**config.mk**
```make
export PLATFORM = sky130hd
export DESIGN_NAME = base64_stream_decoder
export DESIGN_NICKNAME = d
export VERILOG_FILES = /design/src/b64d_pkg.sv /design/src/b64d_front.sv /design/src/b64d_fifo.sv /design/src/b64d_back.sv /design/src/base64_stream_decoder.sv
export SDC_FILE = /design/constraint.sdc
export NUM_CORES = 1
export LEC_CHECK = 0
export ABC_CLOCK_PERIOD_IN_PS = 2740
export BUFFER_PORTS_ARGS = -buffer_cell sky130_fd_sc_hd__buf_2
export CAP_MARGIN = 20
export CELL_PAD_IN_SITES_DETAIL_PLACEMENT = 1
export CELL_PAD_IN_SITES_GLOBAL_PLACEMENT = 1
export CORE_MARGIN = 3
export CORE_UTILIZATION = 42
export DETAILED_ROUTE_END_ITERATION = 8
export PLACE_DENSITY_LB_ADDON = 0.1
export SKIP_LAST_GASP = 1
export SLEW_MARGIN = 10
export SYNTH_ARGS = -nofsm -noshare
export SYNTH_HDL_FRONTEND = slang
export SYNTH_HIERARCHICAL = 1
export SYNTH_SLANG_ARGS = --single-unit
```
**constraint.sdc**
```tcl
create_clock -name clk_i -period 2.74 [get_ports clk_i]
set_input_delay 0.822 -clock clk_i [delete_from_list [all_inputs] [get_ports clk_i]]
set_output_delay 0.822 -clock clk_i [all_outputs]
set_load 0.02 [all_outputs]
```
**src/b64d_pkg.sv**
```systemverilog
// ----------------------------------------------------------------------------
// b64d_pkg: shared types and constants for the Base64 stream decoder
// Token kinds passed from the character classifier to the decode engine.
// ----------------------------------------------------------------------------
package b64d_pkg;

  localparam int unsigned CountWidth = 16;
  localparam int unsigned QueueDepth = 2;

  localparam logic [7:0] CharPad   = 8'h3D; // '='
  localparam logic [7:0] CharPlus  = 8'h2B; // '+'
  localparam logic [7:0] CharMinus = 8'h2D; // '-'
  localparam logic [7:0] CharSlash = 8'h2F; // '/'
  localparam logic [7:0] CharUnder = 8'h5F; // '_'
  localparam logic [7:0] CharSpace = 8'h20;
  localparam logic [7:0] CharTab   = 8'h09;
  localparam logic [7:0] CharCr    = 8'h0D;
  localparam logic [7:0] CharLf    = 8'h0A;

  localparam logic [1:0] StatusOk      = 2'd0;
  localparam logic [1:0] StatusBadChar = 2'd1;
  localparam logic [1:0] StatusLimit   = 2'd2;

  typedef enum logic [1:0] {
    TokValue,
    TokSkip,
    TokPad,
    TokBad
  } tok_kind_e;

  typedef struct packed {
    tok_kind_e  kind;
    logic [5:0] value;
    logic       last;
  } tok_t;

endpackage

```
**src/b64d_front.sv**
```systemverilog
// ----------------------------------------------------------------------------
// b64d_front: character classifier
// Map one input character to a token: six-bit value, skip, pad or invalid.
// ----------------------------------------------------------------------------
module b64d_front import b64d_pkg::*; (
  input  logic [7:0] data_char_i,
  input  logic       last_char_i,
  output tok_t       tok_o
);

  always_comb begin
    tok_o.kind  = TokBad;
    tok_o.value = 6'd0;
    tok_o.last  = last_char_i;
    if (data_char_i >= 8'h41 && data_char_i <= 8'h5A) begin
      tok_o.kind  = TokValue;
      tok_o.value = 6'(data_char_i - 8'h41);
    end else if (data_char_i >= 8'h61 && data_char_i <= 8'h7A) begin
      tok_o.kind  = TokValue;
      tok_o.value = 6'(data_char_i - 8'h61 + 8'd26);
    end else if (data_char_i >= 8'h30 && data_char_i <= 8'h39) begin
      tok_o.kind  = TokValue;
      tok_o.value = 6'(data_char_i - 8'h30 + 8'd52);
    end else if (data_char_i == CharPlus || data_char_i == CharMinus) begin
      tok_o.kind  = TokValue;
      tok_o.value = 6'd62;
    end else if (data_char_i == CharSlash || data_char_i == CharUnder) begin
      tok_o.kind  = TokValue;
      tok_o.value = 6'd63;
    end else if (data_char_i == CharPad) begin
      tok_o.kind  = TokPad;
    end else if (data_char_i == CharSpace || data_char_i == CharTab ||
                 data_char_i == CharCr    || data_char_i == CharLf) begin
      tok_o.kind  = TokSkip;
    end
  end

endmodule

```
**src/b64d_fifo.sv**
```systemverilog
// ----------------------------------------------------------------------------
// b64d_fifo: token queue
// Short queue between classifier and decode engine.
// ----------------------------------------------------------------------------
module b64d_fifo import b64d_pkg::*; (
  input  logic clk_i,
  input  logic rst_ni,
  input  logic push_i,
  input  tok_t push_tok_i,
  output logic full_o,
  input  logic pop_i,
  output logic empty_o,
  output tok_t pop_tok_o
);

  localparam int unsigned PtrWidth = $clog2(QueueDepth);

  tok_t                mem_q [QueueDepth];
  logic [PtrWidth-1:0] wr_ptr_q, rd_ptr_q;
  logic [PtrWidth:0]   count_q;

  logic do_push, do_pop;

  assign full_o    = (count_q == (PtrWidth+1)'(QueueDepth));
  assign empty_o   = (count_q == '0);
  assign do_push   = push_i && !full_o;
  assign do_pop    = pop_i && !empty_o;
  assign pop_tok_o = mem_q[rd_ptr_q];

  always_ff @(posedge clk_i) begin
    if (do_push) begin
      mem_q[wr_ptr_q] <= push_tok_i;
    end
  end

  always_ff @(posedge clk_i or negedge rst_ni) begin
    if (!rst_ni) begin
      wr_ptr_q <= '0;
      rd_ptr_q <= '0;
      count_q  <= '0;
    end else begin
      if (do_push) begin
        wr_ptr_q <= (wr_ptr_q == PtrWidth'(QueueDepth - 1)) ? '0 : wr_ptr_q + 1'b1;
      end
      if (do_pop) begin
        rd_ptr_q <= (rd_ptr_q == PtrWidth'(QueueDepth - 1)) ? '0 : rd_ptr_q + 1'b1;
      end
      count_q <= count_q + (PtrWidth+1)'(do_push) - (PtrWidth+1)'(do_pop);
    end
  end

endmodule

```
**src/b64d_back.sv**
```systemverilog
// ----------------------------------------------------------------------------
// b64d_back: decode engine
// Collect six-bit values into bytes, track limit and errors, register result.
// ----------------------------------------------------------------------------
module b64d_back import b64d_pkg::*; (
  input  logic                  clk_i,
  input  logic                  rst_ni,
  input  logic [CountWidth-1:0] limit_i,
  input  logic                  tok_avail_i,
  input  tok_t                  tok_i,
  output logic                  tok_pop_o,
  output logic                  out_valid_o,
  input  logic                  out_ready_i,
  output logic [7:0]            out_byte_o,
  output logic                  byte_valid_o,
  output logic                  frame_done_o,
  output logic [1:0]            status_o,
  output logic [CountWidth-1:0] byte_count_o
);

  logic [5:0]            lbits_q, lbits_d;
  logic [2:0]            lcnt_q, lcnt_d;
  logic [CountWidth-1:0] bytes_q, bytes_d;
  logic                  halted_q, halted_d;
  logic [1:0]            err_q, err_d;

  logic                  out_valid_q;
  logic [7:0]            out_byte_q, out_byte_d;
  logic                  byte_valid_q, byte_valid_d;
  logic                  frame_done_q;
  logic [1:0]            status_q;
  logic [CountWidth-1:0] count_q;

  logic [11:0] acc;
  logic [3:0]  cnt;
  logic [2:0]  cnt_base;
  logic [11:0] shifted;

  assign tok_pop_o = tok_avail_i && (!out_valid_q || out_ready_i);

  always_comb begin
    lbits_d      = lbits_q;
    lcnt_d       = lcnt_q;
    bytes_d      = bytes_q;
    halted_d     = halted_q;
    err_d        = err_q;
    out_byte_d   = 8'd0;
    byte_valid_d = 1'b0;
    acc          = {lbits_q, tok_i.value};
    cnt_base     = (lcnt_q > 3'd6) ? 3'd6 : lcnt_q;
    cnt          = 4'(cnt_base) + 4'd6;
    shifted      = '0;
    if (!halted_q) begin
      unique case (tok_i.kind)
        TokPad: begin
          halted_d = 1'b1;
        end
        TokSkip: begin
        end
        TokBad: begin
          err_d    = StatusBadChar;
          halted_d = 1'b1;
        end
        TokValue: begin
          if (cnt >= 4'd8) begin
            cnt = cnt - 4'd8;
            if (bytes_q >= limit_i || bytes_q == {CountWidth{1'b1}}) begin
              err_d    = StatusLimit;
              halted_d = 1'b1;
            end else begin
              shifted      = acc >> cnt;
              out_byte_d   = shifted[7:0];
              byte_valid_d = 1'b1;
              bytes_d      = bytes_q + 1'b1;
            end
          end
          lbits_d = acc[5:0] & ((6'd1 << cnt) - 6'd1);
          lcnt_d  = cnt[2:0];
        end
        default: begin
        end
      endcase
    end
  end

  always_ff @(posedge clk_i or negedge rst_ni) begin
    if (!rst_ni) begin
      lbits_q     <= '0;
      lcnt_q      <= '0;
      bytes_q     <= '0;
      halted_q    <= 1'b0;
      err_q       <= StatusOk;
      out_valid_q <= 1'b0;
    end else begin
      if (tok_pop_o) begin
        out_valid_q <= 1'b1;
        if (tok_i.last) begin
          // message ends: clear everything for the next one
          lbits_q  <= '0;
          lcnt_q   <= '0;
          bytes_q  <= '0;
          halted_q <= 1'b0;
          err_q    <= StatusOk;
        end else begin
          lbits_q  <= lbits_d;
          lcnt_q   <= lcnt_d;
          bytes_q  <= bytes_d;
          halted_q <= halted_d;
          err_q    <= err_d;
        end
      end else if (out_ready_i) begin
        out_valid_q <= 1'b0;
      end
    end
  end

  always_ff @(posedge clk_i) begin
    if (tok_pop_o) begin
      out_byte_q   <= out_byte_d;
      byte_valid_q <= byte_valid_d;
      frame_done_q <= tok_i.last;
      status_q     <= err_d;
      count_q      <= bytes_d;
    end
  end

  assign out_valid_o  = out_valid_q;
  assign out_byte_o   = out_byte_q;
  assign byte_valid_o = byte_valid_q;
  assign frame_done_o = frame_done_q;
  assign status_o     = status_q;
  assign byte_count_o = count_q;

endmodule

```
**src/base64_stream_decoder.sv**
```systemverilog
// ----------------------------------------------------------------------------
// base64_stream_decoder: streaming Base64 decoder, one character per item
// Path: an accepted input item is queued, then decoded into a registered result item.
// Throughput: one item per cycle while the receiver keeps taking results.
// Reset: rst_ni clears message state, queue and output; output_limit -> 65535.
// ----------------------------------------------------------------------------
module base64_stream_decoder import b64d_pkg::*; (
  input  logic        clk_i,
  input  logic        rst_ni,
  // configuration: output_limit
  input  logic        cfg_valid_i,
  output logic        cfg_ready_o,
  input  logic [15:0] cfg_data_i,
  // input characters
  input  logic        s_axis_tvalid_i,
  output logic        s_axis_tready_o,
  input  logic [7:0]  s_axis_tdata_i,   // [7:0] data_char
  input  logic        s_axis_tlast_i,   // last_char
  // decoded results
  output logic        m_axis_tvalid_o,
  input  logic        m_axis_tready_i,
  output logic [31:0] m_axis_tdata_o,   // [7:0] out_byte, [9:8] status,
                                        // [25:10] byte_count, rest zero
  output logic        m_axis_tuser_o,   // byte_valid
  output logic        m_axis_tlast_o    // frame_done
);

  // Output byte limit per message; the user writes it only while the block is idle (not enforced here).
  logic [CountWidth-1:0] limit_q;

  always_ff @(posedge clk_i or negedge rst_ni) begin
    if (!rst_ni) begin
      limit_q <= {CountWidth{1'b1}};
    end else if (cfg_valid_i) begin
      limit_q <= cfg_data_i;
    end
  end

  assign cfg_ready_o = 1'b1;

  // Front: classify the character as it arrives and push it into the queue.
  tok_t front_tok;
  tok_t queue_tok;
  logic queue_full, queue_empty, queue_pop;

  b64d_front u_front (
    .data_char_i (s_axis_tdata_i),
    .last_char_i (s_axis_tlast_i),
    .tok_o       (front_tok)
  );

  assign s_axis_tready_o = !queue_full;

  b64d_fifo u_fifo (
    .clk_i      (clk_i),
    .rst_ni     (rst_ni),
    .push_i     (s_axis_tvalid_i),
    .push_tok_i (front_tok),
    .full_o     (queue_full),
    .pop_i      (queue_pop),
    .empty_o    (queue_empty),
    .pop_tok_o  (queue_tok)
  );

  // Back: advance the decode state and hold the result until it is taken.
  logic [7:0]            out_byte;
  logic [1:0]            status;
  logic [CountWidth-1:0] byte_count;

  b64d_back u_back (
    .clk_i        (clk_i),
    .rst_ni       (rst_ni),
    .limit_i      (limit_q),
    .tok_avail_i  (!queue_empty),
    .tok_i        (queue_tok),
    .tok_pop_o    (queue_pop),
    .out_valid_o  (m_axis_tvalid_o),
    .out_ready_i  (m_axis_tready_i),
    .out_byte_o   (out_byte),
    .byte_valid_o (m_axis_tuser_o),
    .frame_done_o (m_axis_tlast_o),
    .status_o     (status),
    .byte_count_o (byte_count)
  );

  assign m_axis_tdata_o = {6'd0, byte_count, status, out_byte};

endmodule

```
# --- Yosys cells after proc, flatten, opt, wreduce, memory -nomap -nowiden ---
# Memory sizes are Yosys's and may differ from the RTL's.
# Cells that the tools add are included.
# W data, S select, Z words.
classes:
  n_mux: 40
  magnitude_cmp: 9
  bitwise_logic: 3
  shifts: 2
  n_reduce_logical: 24
  n_eq_ne: 14
  add_sub_neg: 13
op_table:
  columns: ["operator", "n"]
  rows:
  - ["$mux W16", 5]
  - ["$eq A8 B6 Y1 const B", 5]
  - ["$mux W8", 4]
  - ["$eq A8 B4 Y1 const B", 3]
  - ["$mux W6", 4]
  - ["$add A16 B1 Y16 const B", 1]
  - ["$eq A16 B16 Y1 const B", 1]
  - ["$ge A16 B16 Y1", 1]
  - ["$ge A8 B7 Y1 const B", 2]
  - ["$le A8 B7 Y1 const B", 2]
  - ["$mux W2", 7]
  - ["$mux W3", 4]
  - ["$mux W4", 3]
  - ["$shr A12 B4 Y8", 1]
  - ["$sub A6 B1 Y6 const B", 2]
  - ["$sub A6 B6 Y6 const B", 2]
  - ["$mux W1", 11]
  - ["$eq A8 B7 Y1 const B", 1]
  - ["$ge A8 B6 Y1 const B", 1]
  - ["$le A8 B6 Y1 const B", 1]
  - ["$logic_or A1 B1 Y1", 7]
  - ["$add A6 B5 Y6 const B", 1]
  - ["$add A6 B6 Y6 const B", 1]
  - ["$and A6 B6 Y6", 1]
  - ["21 further kinds", 34]
word_totals:
  mem_bits_rw: 18
  elab_cells: 121
  in_bits: 30
  reg_bits: 77
  output_inout_bits: 37
  n_memories: 1
memory_table:
  columns: ["name", "depth", "width", "rd", "rd_clocked_by_memory_dff", "write_ports", "line", "source"]
  rows:
  - ["u_fifo.mem_q", 2, 9, 1, 0, 1, "b64d_fifo.sv:18", "tok_t mem_q [QueueDepth];"]

# --- Logic depth before layout (Yosys ltp) ---
# Gate-level depths: netlist of the first run.
logic_depth:
  depth_word: 13
  depth_mapped: 12

# --- Hierarchy ---
# Netlist of the first run, hierarchy kept.
modules_own_cells:
  columns: ["module", "area_each_um2", "n_inst", "cells_per_inst"]
  rows:
  - ["b64d_back", 3588.4, 1, 363]
  - ["b64d_fifo", 855.8, 1, 46]
  - ["base64_stream_decoder", 737.0, 1, 45]
  - ["b64d_front", 675.6, 1, 95]

# --- Least setup slack after synthesis of the first run ---
# No wires, ideal clock.
synth_timing:
  path_kind: "reg2reg"
  startpoint: "register u_fifo.rd_ptr_q"
  endpoint: "register u_back.bytes_q[4]"
  path_slack_ns: 0.101
  required_time_ns: 2.614
  stages_incl_launch_ff: 12
  setup_time_ns: 0.126
  arrival_ns: 2.512
  path_cell_list: "dfrtp_1 buf_6 mux2_2 inv_1 ha_1 nand2b_1 or3_1 nor3_1 nand3_2 buf_6 or2_1 a311o_1"
synth_rtl:
  columns: ["item", "line", "source"]
  rows:
  - ["start, declared", "b64d_fifo.sv:19", "logic [PtrWidth-1:0] wr_ptr_q, rd_ptr_q;"]
  - ["start signal, assigned", "b64d_fifo.sv:46", "rd_ptr_q <= (rd_ptr_q == PtrWidth'(QueueDepth - 1)) ? '0 : rd_ptr_q + 1'b1;"]
  - ["end signal, assigned", "b64d_back.sv:107", "bytes_q <= bytes_d;"]
  - ["end, declared", "b64d_back.sv:23", "logic [CountWidth-1:0] bytes_q, bytes_d;"]

==> impl_metrics.env, run 1 <==
export IMPL_grt_first_pass_wirelength_um=24400
export IMPL_drt_initial_drc_count=258
export IMPL_coreArea_sq_um=13500
export IMPL_cts_tree="yes"
export IMPL_final_net_count=700
export IMPL_peakVddDrop_mv=0.424
export IMPL_grt_pass1_vias=4580
export IMPL_slew_viol_final=0
export IMPL_synth_area_sq_um=5860
export IMPL_setup_viol=1
export IMPL_timing_fmax_mhz=364
export IMPL_dp_hpwl_um=11300
export IMPL_syn_to_final_growth_pct=16.5
export IMPL_postPlaceCellArea_sq_um=6470
export IMPL_cap_violations=0
export IMPL_ys_types=77
export IMPL_skew_ns=0.0102
export IMPL_synth_edf_count=46
export IMPL_root_buffer="clkbuf_16"
export IMPL_routed_wl_um=14900
export IMPL_cts_hold_buf=0
export IMPL_hold_viol=0
export IMPL_portBuffers=59
export IMPL_antenna_found_initial=0
export IMPL_hp_class="input pin to asynchronous set/reset pin"
export IMPL_path_class="flip-flop to flip-flop"
export IMPL_htree_levels=3
export IMPL_grt_ovfl_total=0
export IMPL_min_period_ns=2.75
export IMPL_first_pass_iters=4
export IMPL_total_power_mw=6.03
export IMPL_place_congestion=0.871
export IMPL_clk_path_buf_depth=2
export IMPL_cts_sinks=95
export IMPL_synthArstFlopShare_pct=51.6
export IMPL_startpoint_type="flip-flop"
export IMPL_insertion_delay_ns=0.35
export IMPL_die_w_um=124
export IMPL_ys_warn_count=6
export IMPL_fillerInstances=1511
export IMPL_post_place_cells=792
export IMPL_avgSynthCellArea_sq_um=10.7
export IMPL_fin_area_sq_um=6820
export IMPL_rows=42
export IMPL_boundaryPins=67
export IMPL_rsz0062_at_grt="yes"
export IMPL_power_static_leakage_nw=2.95
export IMPL_stdcell_count=815
export IMPL_worst_slack_ns=-0.00923
export IMPL_via_count=4508
export IMPL_drive_gt1_share_pct=29.3
export IMPL_crit_required_ns=2.98
export IMPL_dieArea_sq_um=15400
export IMPL_synth_ff_type="edfxtp_1"
export IMPL_wl_per_cell_um=18.3
export IMPL_syn_instance_count=549
export IMPL_die_h_um=124
export IMPL_cp_max_fo=10
export IMPL_run_status="finished, violations left"
export IMPL_critPathArrivalTime_ns=2.99
export IMPL_via_per_inst=5.53
export IMPL_grt_max_degree=34
export IMPL_drtAntennaViolNets=0
export IMPL_fin_util_pct=50.7
export IMPL_ys_ff_latch=95
export IMPL_end_kind="flip-flop"
export IMPL_start_util_pct=43.5
export IMPL_p_per_area_nw_per_um2=884
export IMPL_track_usage_pct=20.6
export IMPL_diodes=0
export IMPL_tightest_slew_ns=0.690
export IMPL_ys_seq_area_share_pct=44.9
export IMPL_cts_buffers=9
export IMPL_timing_slew_headroom_pct=53.7
export IMPL_min_period_over_period_pct=100
export IMPL_violations="negative setup slack"
export IMPL_drc=0
export IMPL_clk_pin_slew_ns=0.07
[logic make-up (layout without fill, tap and decap cells)]
logic type,Yosys count,in the layout,synth area share [%]
and+or+nand+nor,166,166,14.3
adders and majority gates,36,36,7.69
xor gates and xnor gates,26,26,3.89
buffers and inverters,71,156,5.98
muxes,39,39,9.14
other,2,7,0.128
DFF,95,95,44.9
AOI/OAI and AO/OA,114,114,14.0
[through the flow]
step / worst slack [ns] / TNS, ns / hold slack [ns]
6_report: -0.00923 / -0.00923 / 0.487
5_1_grt: -0.139 / -1.25 / 0.523
4_1_cts: 0.0139 / 0 / 0.492
3_5_place_dp: -0.0630 / -0.168 / 0.489
3_3_place_gp: 0.0525 / 0 / 0.478
2_1_floorplan: 0.101 / 0 / 0.460
[layout by cell type (no fill, tap or decap), types with 14 or more instances in the layout]
cell type,netlist,layout
nor2_1,39,39
buf_4,9,38
mux2_2,16,14
edfxtp_1,46,46
ha_1,36,35
dfstp_2,16,16
buf_2,2,60
a21oi_1,18,18
xnor2_1,14,14
nor3_1,18,16
o21ai_0,23,23
dfrtp_1,33,33
nand2_1,41,41
inv_1,38,36
[critical path, cell delays in order (launching register included)]
cell	delay, ns
dfrtp_1	0.42
mux2_4	0.33
inv_2	0.07
ha_2	0.17
nand2b_1	0.07
or3_1	0.33
nor3_2	0.25
nand3_2	0.15
buf_4	0.22
or2_1	0.27
a311o_1	0.36
[power by group]
part | internal, mW | switching, mW
Sequential | 2.00 | 0.278
Combinational | 1.02 | 1.57
Clock | 0.609 | 0.544
[routing by layer]
layer	routed length (um)	up-vias	GRT usage [%]
li1	-	2162	-
met1	7240	2230	30.1
met2	6660	101	31.1
met3	834	15	4.54
met4	181	0	5.34
met5	0	-	0
[layout make-up]
class	instances	area (sq um)	area share (%)
clock buffers	11	233	3.41
clock inverters	5	26.3	0.385
inverters	39	146	2.15
multi-input cells	388	2930	43.0
flip-flops and latches	95	2630	38.5
well taps	176	220	3.23
repair buffers	101	637	9.33
[state kept, by name, indices dropped and copies added, names as in the netlist, 2 cells and up]
signal / flops
u_back/status_o: 2
u_back/out_byte_o: 8
u_back/byte_count_o: 16
limit_q: 16
u_back/lbits_q: 6
u_fifo/mem_q: 18
u_back/lcnt_q: 3
u_fifo/count_q: 2
u_back/err_q: 2
u_back/bytes_q: 16
[final timing paths]
kind / depth (start not counted) / endpoint / from / slack (ns)
setup reg to reg: 10 / u_back/bytes_q[4] / u_fifo/rd_ptr_q / -0.009
hold / removal: 1 / u_back/err_q[1] / rst_ni / 0.49
hold reg to reg: 1 / u_fifo/wr_ptr_q / u_fifo/wr_ptr_q / 0.50
min in group clk_i: 1 / u_fifo/wr_ptr_q / u_fifo/wr_ptr_q / 0.50
max in group asynchronous: 2 / limit_q[10] / rst_ni / 1.63
setup / recovery: 10 / u_back/bytes_q[4] / u_fifo/rd_ptr_q / -0.009
[cell usage after synthesis (3+ instances only)]
| cell type | count | area, sq um |
|---|---|---|
| a21oi_1 | 18 | 90.1 |
| o21ai_0 | 23 | 115 |
| mux2_4 | 10 | 150 |
| buf_4 | 9 | 67.6 |
| buf_6 | 4 | 45.0 |
| dfstp_2 | 16 | 420 |
| nor3_1 | 18 | 90.1 |
| o21ai_1 | 4 | 20.0 |
| nand2_1 | 41 | 154 |
| a21o_1 | 3 | 22.5 |
| a31oi_1 | 5 | 31.3 |
| xor2_1 | 12 | 105 |
| o21a_1 | 6 | 45.0 |
| o31ai_1 | 3 | 22.5 |
| mux2i_1 | 7 | 70.1 |
| dfrtp_1 | 33 | 826 |
| clkbuf_1 | 14 | 52.6 |
| nand4_1 | 7 | 43.8 |
| xnor2_1 | 14 | 123 |
| a211oi_1 | 7 | 52.6 |
| o311ai_0 | 3 | 26.3 |
| nand3_1 | 12 | 60.1 |
| nor4_1 | 6 | 37.5 |
| inv_1 | 38 | 143 |
| nor2_1 | 39 | 146 |
| ha_1 | 36 | 450 |
| edfxtp_1 | 46 | 1380 |
| and2_1 | 3 | 18.8 |
| nand2b_1 | 9 | 56.3 |
| mux4_2 | 6 | 135 |
| a22oi_1 | 9 | 67.6 |
| mux2_2 | 16 | 180 |
| a32o_1 | 4 | 40.0 |
| and3_1 | 5 | 31.3 |
| nor3_2 | 3 | 30.0 |
| nor2b_1 | 5 | 31.3 |
[repair_timing]
action,4_1_cts,5_1_grt
setup endpoints to repair,12,19
gates resized for setup,1,11
pin swaps,0,2
buffers inserted,1,6
Note: power is estimated with default switching activity, not from simulation.
==> run 2: changes to the inputs <==
--- a/config.mk
+++ b/config.mk
@@ -13,7 +13,7 @@
 export CORE_MARGIN = 3
 export CORE_UTILIZATION = 42
 export DETAILED_ROUTE_END_ITERATION = 8
-export PLACE_DENSITY_LB_ADDON = 0.1
+export PLACE_DENSITY_LB_ADDON = 0.08
 export SKIP_LAST_GASP = 1
 export SLEW_MARGIN = 10
 export SYNTH_ARGS = -nofsm -noshare
==> run 2 against run 1 <==
Against the previous run: the run now ends clean; clock skew fell by 0.0012 ns; critical endpoint unchanged; critical path depth stayed put; clock power is 11% higher; maximum frequency increased by 2.6%; wire length is 2.1% higher; die area is the same; first-iteration DRC count up 16%; worst hold slack worse by 0.025 ns; sequential power hardly changed; sequential share of layout area down 0.41 points; critical path type unchanged.
==> impl_metrics.env, run 2 (same netlist as run 1, synthesis figures left out) <==
export IMPL_run_status="completed"
export IMPL_max_stage_delay_ns=0.41
export IMPL_crit_required_ns=2.98
export IMPL_die_w_um=124
export IMPL_syn_to_final_growth_pct=17.8
export IMPL_grt_use_met2_pct=34.1
export IMPL_grt_max_degree=28
export IMPL_critPathArrivalTime_ns=2.92
export IMPL_r2r_slack_ns=0.06
export IMPL_path_class="flip-flop to flip-flop"
export IMPL_postPlaceCellArea_sq_um=6520
export IMPL_startpoint_type="flip-flop"
export IMPL_insertion_delay_ns=0.36
export IMPL_worst_slack_ns=0.0608
export IMPL_switching_share_pct=39.4
export IMPL_cts_tree="yes"
export IMPL_grt_busiest_layer="met2"
export IMPL_coreArea_sq_um=13500
export IMPL_via_count=4538
export IMPL_drtAntennaViolNets=0
export IMPL_power_switching_mw=2.43
export IMPL_fin_area_sq_um=6900
export IMPL_first_pass_iters=6
export IMPL_rr_worst_depth=10
export IMPL_crit_buf_inv=2
export IMPL_internal_power_mw=3.72
export IMPL_clkPwrFrac_pct=20.8
export IMPL_cp_max_fo=7
export IMPL_wl_per_cell_um=18.6
export IMPL_start_util_pct=43.5
export IMPL_tightest_slew_ns=0.739
export IMPL_min_period_over_period_pct=97.8
export IMPL_r2r_start="u_fifo/rd_ptr_q"
export IMPL_top_register="u_fifo/mem_q"
export IMPL_grt_met1_usage_pct=28.8
export IMPL_p_per_area_nw_per_um2=892
export IMPL_end_kind="flip-flop"
export IMPL_place_congestion=0.868
export IMPL_timing_fmax_mhz=373
export IMPL_min_period_ns=2.68
export IMPL_setup_viol=0
export IMPL_clk_path_buf_depth=2
export IMPL_dp_hpwl_um=11400
export IMPL_p_seq_share_pct=37.2
export IMPL_p_comb_share_pct=41.9
export IMPL_slew_viol_final=0
export IMPL_dieArea_sq_um=15400
export IMPL_peakVddDrop_mv=0.372
export IMPL_dp_slack_ns=-0.0462
export IMPL_die_h_um=124
export IMPL_final_net_count=703
export IMPL_boundaryPins=67
export IMPL_timing_slew_headroom_pct=50.4
export IMPL_use_met3_pct=4.50
export IMPL_portBuffers=59
export IMPL_rows=42
export IMPL_hold_viol=0
export IMPL_worstPathCellList="mux2_2 -> inv_1 -> ha_1 -> nand2b_1 -> or3_4 -> nor3_4 -> nand3_2 -> buf_6 -> or2_1 -> a311o_1"
export IMPL_cts_hold_buf=0
export IMPL_mostFrequentLayoutCell="buf_2"
export IMPL_skew_ns=0.00904
export IMPL_largest_reg_flops=18
export IMPL_diodes=0
export IMPL_grt_pass1_vias=4690
export IMPL_root_buffer="clkbuf_16"
export IMPL_worstReg2RegEnd="u_back/bytes_q[4]"
export IMPL_antenna_found_initial=0
export IMPL_cts_sinks=95
export IMPL_power_static_leakage_nw=3.01
export IMPL_drc=0
export IMPL_drt_initial_drc_count=300
export IMPL_crit_family="simple AND/OR/NAND/NOR gates"
export IMPL_drive_gt1_share_pct=29.8
export IMPL_via_per_inst=5.55
export IMPL_htree_levels=3
export IMPL_clk_pin_slew_ns=0.07
export IMPL_grt_first_pass_wirelength_um=24700
export IMPL_rsz0062_at_grt="yes"
export IMPL_critical_path_startpoint="u_fifo/rd_ptr_q"
export IMPL_final_cell_mix="buf_2, edfxtp_1, nand2_1, buf_4, nor2_1"
export IMPL_cap_violations=0
export IMPL_routed_wl_um=15200
export IMPL_hp_class="input pin to asynchronous set/reset pin"
export IMPL_cts_buffers=9
export IMPL_track_usage_pct=21.1
export IMPL_grt_ovfl_total=0
export IMPL_critPathSlowestCell="dfrtp_1"
## run 2: cell types whose count changed in the layout (fill, tap and decap cells not counted), moves of 2 or more
cell	change
nor3_4	+3
buf_4	+3
nor3_2	-3
clkinv_2	-2
clkbuf_1	-2
buf_6	+2
## run 2: layer usage
| metal | share of wire (%) | wire, um | vias up |
|---|---|---|---|
| met1 | 48 | 7300 | 2265 |
| met4 | 1.2 | 187 | 0 |
| li1 | - | - | 2156 |
| met5 | 0 | 0 | - |
| met3 | 4.2 | 646 | 15 |
| met2 | 47 | 7090 | 102 |
## run 2: layout make-up
cell class / count / area (sq um)
Clock buffer: 9 / 225
Clock inverter: 7 / 71.3
Fill cell: 1535 / 6560
Inverter: 39 / 146
Multi-Input combinational cell: 388 / 2950
Sequential cell: 95 / 2630
Tap cell: 176 / 220
Timing Repair Buffer: 104 / 657
## run 2: metrics by stage
step           instances  hold WS (ns)  power [mW]  setup TNS [ns]  util [%]
2_1_floorplan        554         0.460        3.94               0         -
6_report             818         0.462        6.15               0      51.3
3_5_place_dp         799         0.479        4.87         -0.0602      48.4
4_1_cts              816         0.468        6.17               0      50.8
5_1_grt              818         0.493        6.57          -0.314      51.3
3_3_place_gp         799         0.480        4.74               0      48.4
## run 2: power by group through the flow
stage	sequential, mW	combinational [mW]	clock [mW]
4_1_cts	2.29	2.58	1.31
3_5_place_dp	2.31	2.56	0
2_1_floorplan	2.45	1.49	0
3_3_place_gp	2.29	2.45	0
6_report	2.29	2.58	1.28
5_1_grt	2.34	2.85	1.37
## run 2: worst max-delay path by stage
stage	end	depth (start not counted)
6_report	u_back/bytes_q[4]	10
5_1_grt	u_back/bytes_q[15]	10
4_1_cts	u_back/byte_count_o[14]	9
3_5_place_dp	u_back/byte_count_o[15]	11
3_3_place_gp	u_back/byte_count_o[15]	11
2_1_floorplan	u_back/bytes_q[4]	11
## run 2: what timing repair did
item / CTS / global route
gates resized for setup: 2 / 12
setup endpoints to repair: 5 / 27
pin swaps: 1 / 4
setup buffers: 1 / 2
## run 2: worst reg2reg max path: stages, from the launching register on
cell,delay (ns)
dfrtp_1,0.41
mux2_2,0.37
inv_1,0.08
ha_1,0.17
nand2b_1,0.08
or3_4,0.35
nor3_4,0.17
nand3_2,0.14
buf_6,0.17
or2_1,0.26
a311o_1,0.36
==> run 3: changes to the inputs <==
--- a/config.mk
+++ b/config.mk
@@ -11,12 +11,11 @@
 export CELL_PAD_IN_SITES_DETAIL_PLACEMENT = 1
 export CELL_PAD_IN_SITES_GLOBAL_PLACEMENT = 1
 export CORE_MARGIN = 3
-export CORE_UTILIZATION = 42
+export CORE_UTILIZATION = 41
 export DETAILED_ROUTE_END_ITERATION = 8
 export PLACE_DENSITY_LB_ADDON = 0.08
 export SKIP_LAST_GASP = 1
 export SLEW_MARGIN = 10
 export SYNTH_ARGS = -nofsm -noshare
 export SYNTH_HDL_FRONTEND = slang
-export SYNTH_HIERARCHICAL = 1
 export SYNTH_SLANG_ARGS = --single-unit
==> run 3 against run 2 <==
Against the previous run: maximum frequency is 2.5% higher; flip-flop and latch count is the same; final cell count grew 0.86%; count of clock-buffer cells in the layout rose by 3; worst hold slack better by 0.010 ns; sequential share of layout area increased by 1.9 points; critical path type unchanged; highest routed layer unchanged.
==> impl_metrics.env, run 3 <==
export IMPL_via_count=4395
export IMPL_track_usage_pct=19.1
export IMPL_setup_viol=0
export IMPL_cts_hold_buf=0
export IMPL_fin_util_pct=49.5
export IMPL_drt_initial_drc_count=169
export IMPL_cp_max_fo=28
export IMPL_diodes=0
export IMPL_clk_pin_slew_ns=0.07
export IMPL_synthSimpleGateAreaFrac_pct=16.9
export IMPL_ys_seq_area_share_pct=47.0
export IMPL_synth_most_common_cell="nand2_1"
export IMPL_min_period_over_period_pct=95.4
export IMPL_coreArea_sq_um=13300
export IMPL_synth_top_area_share_pct=24.7
export IMPL_die_h_um=123
export IMPL_clk_path_buf_depth=2
export IMPL_synth_common_cells="nand2_1, nor2_1, edfxtp_1"
export IMPL_mostFrequentLayoutCell="nand2_1"
export IMPL_cts_tree="yes"
export IMPL_synth_area_sq_um=5590
export IMPL_p_per_area_nw_per_um2=956
export IMPL_grt_max_degree=32
export IMPL_post_cts_buffers=0
export IMPL_syn_instance_count=568
export IMPL_min_period_ns=2.61
export IMPL_crit_end="u_back.bytes_q[4]"
export IMPL_insertion_delay_ns=0.34
export IMPL_grt_ovfl_total=0
export IMPL_hold_viol=0
export IMPL_synthTopCellsByArea="edfxtp_1, dfrtp_1, dfstp_2, ha_1, nand2_1"
export IMPL_final_net_count=707
export IMPL_worst_slack_ns=0.127
export IMPL_startpoint_type="flip-flop"
export IMPL_synth_edf_count=46
export IMPL_synthArstFlopShare_pct=51.6
export IMPL_timing_fmax_mhz=383
export IMPL_start_util_pct=42.1
export IMPL_avgSynthCellArea_sq_um=9.85
export IMPL_wl_per_cell_um=16.7
export IMPL_end_kind="flip-flop"
export IMPL_synth_ff_type="edfxtp_1"
export IMPL_via_per_inst=5.33
export IMPL_cts_buffers=9
export IMPL_ys_warn_count=0
export IMPL_run_status="completed"
export IMPL_skew_ns=0.00667
export IMPL_rr_worst_depth=9
export IMPL_path_class="flip-flop to flip-flop"
export IMPL_drtAntennaViolNets=0
export IMPL_critPathArrivalTime_ns=2.87
export IMPL_rows=42
export IMPL_tightest_slew_ns=0.724
export IMPL_boundaryPins=67
export IMPL_r2r_start="limit_q[1]"
export IMPL_final_cell_mix="nand2_1, buf_2, nor2_1"
export IMPL_syn_to_final_growth_pct=17.5
export IMPL_ys_types=60
export IMPL_grt_first_pass_wirelength_um=22800
export IMPL_die_w_um=123
export IMPL_peakVddDrop_mv=0.558
export IMPL_power_static_leakage_nw=2.89
export IMPL_r2r_slack_ns=0.13
export IMPL_synth_top_cell_by_area="edfxtp_1"
export IMPL_hp_class="input pin to asynchronous set/reset pin"
export IMPL_synth_top_family_by_area="simple AND/OR/NAND/NOR gates"
export IMPL_synthMuxAreaShare_pct=4.90
export IMPL_yosys_area_share_xor_xnor_pct=3.91
export IMPL_synthAdderAreaFrac_pct=7.38
export IMPL_first_pass_iters=4
export IMPL_htree_levels=3
export IMPL_dieArea_sq_um=15100
export IMPL_timing_slew_headroom_pct=51.6
export IMPL_cts_sinks=95
export IMPL_slew_viol_final=0
export IMPL_cap_violations=0
export IMPL_grt_pass1_vias=4568
export IMPL_antenna_found_initial=0
export IMPL_drive_gt1_share_pct=22.7
export IMPL_routed_wl_um=13800
export IMPL_root_buffer="clkbuf_16"
export IMPL_dp_slack_ns=0.0583
export IMPL_total_power_mw=6.29
export IMPL_dp_hpwl_um=10100
export IMPL_drc=0
export IMPL_critPathSlowestCell="dfstp_2"
export IMPL_largest_reg_flops=18
export IMPL_crit_required_ns=2.99
export IMPL_crit_family="simple AND/OR/NAND/NOR gates"
export IMPL_worstPathCellList="inv_1 -> ha_1 -> nor2b_1 -> o211a_1 -> o311ai_4 -> nand4b_4 -> buf_12 -> or4_1 -> o211ai_1"
export IMPL_top_register="u_fifo.mem_q"
export IMPL_cp_depth=9
export IMPL_ys_ff_latch=95
export IMPL_max_stage_delay_ns=0.51
export IMPL_crit_buf_inv=2
export IMPL_critical_path_startpoint="limit_q[1]"
export IMPL_portBuffers=59
export IMPL_place_congestion=0.843
export IMPL_cts_resized=0
export IMPL_synth_compound_area_share_pct=14.2
export IMPL_worstReg2RegEnd="u_back.bytes_q[4]"
export IMPL_holdWs_ns=0.472
run 3: metal layers:
metal,GRT usage [%],part of all wire [%]
met1,25.2,46
met2,33.0,49
met3,2.76,3.7
met4,4.97,0.92
met5,0,0
run 3: worst reg2reg max path, cell delays in order (launching register included):
cell and delay, ns:
dfstp_2 0.51, inv_1 0.05, ha_1 0.30, nor2b_1 0.13
o211a_1 0.23, o311ai_4 0.34, nand4b_4 0.15, buf_12 0.19
or4_1 0.51, o211ai_1 0.12
run 3: where the power goes:
part | switching (mW) | total, mW | leakage, nW | internal, mW
Sequential | 0.297 | 2.34 | 1.04 | 2.04
Clock | 0.526 | 1.26 | 0.140 | 0.729
Combinational | 1.69 | 2.69 | 1.71 | 1.00
run 3: final cells by class:
type,instances,area [sq um]
clock inverters,4,46.3
fillers,1553,6720
inverters,34,128
repair buffers,96,611
well taps,176,220
clock buffers,12,246
multi-input cells,408,2700
flip-flops and latches,95,2630
run 3: logic make-up after synthesis:
family                   Yosys count
AO/OA/AOI/OAI                    121
flip-flops                        95
multiplexers                      26
AND/OR/NAND/NOR                  196
other                              2
adder cells (fa/ha/maj)           33
buffers and inverters             70
XOR/XNOR                          25
run 3: stage by stage:
| stage | area (sq um) | TNS (ns) | instances |
|---|---|---|---|
| 2_1_floorplan | 5620 | 0 | 573 |
| 6_report | 6580 | 0 | 825 |
| 3_5_place_dp | 6260 | 0 | 809 |
| 5_1_grt | 6580 | -0.00142 | 825 |
| 4_1_cts | 6560 | 0 | 825 |
| 3_3_place_gp | 6260 | 0 | 809 |
run 3: worst min-delay path by stage:
stage | from | to | slack (ns) | cells past startpoint
floorplan | u_fifo.count_q[0] | u_back.out_valid_o | 0.46 | 2
global placement | u_fifo.wr_ptr_q | u_fifo.wr_ptr_q | 0.47 | 1
detailed placement | u_fifo.wr_ptr_q | u_fifo.wr_ptr_q | 0.49 | 1
CTS | rst_ni | u_back.bytes_q[13] | 0.48 | 1
global route | rst_ni | u_back.bytes_q[13] | 0.50 | 1
finish | rst_ni | u_back.bytes_q[15] | 0.47 | 1
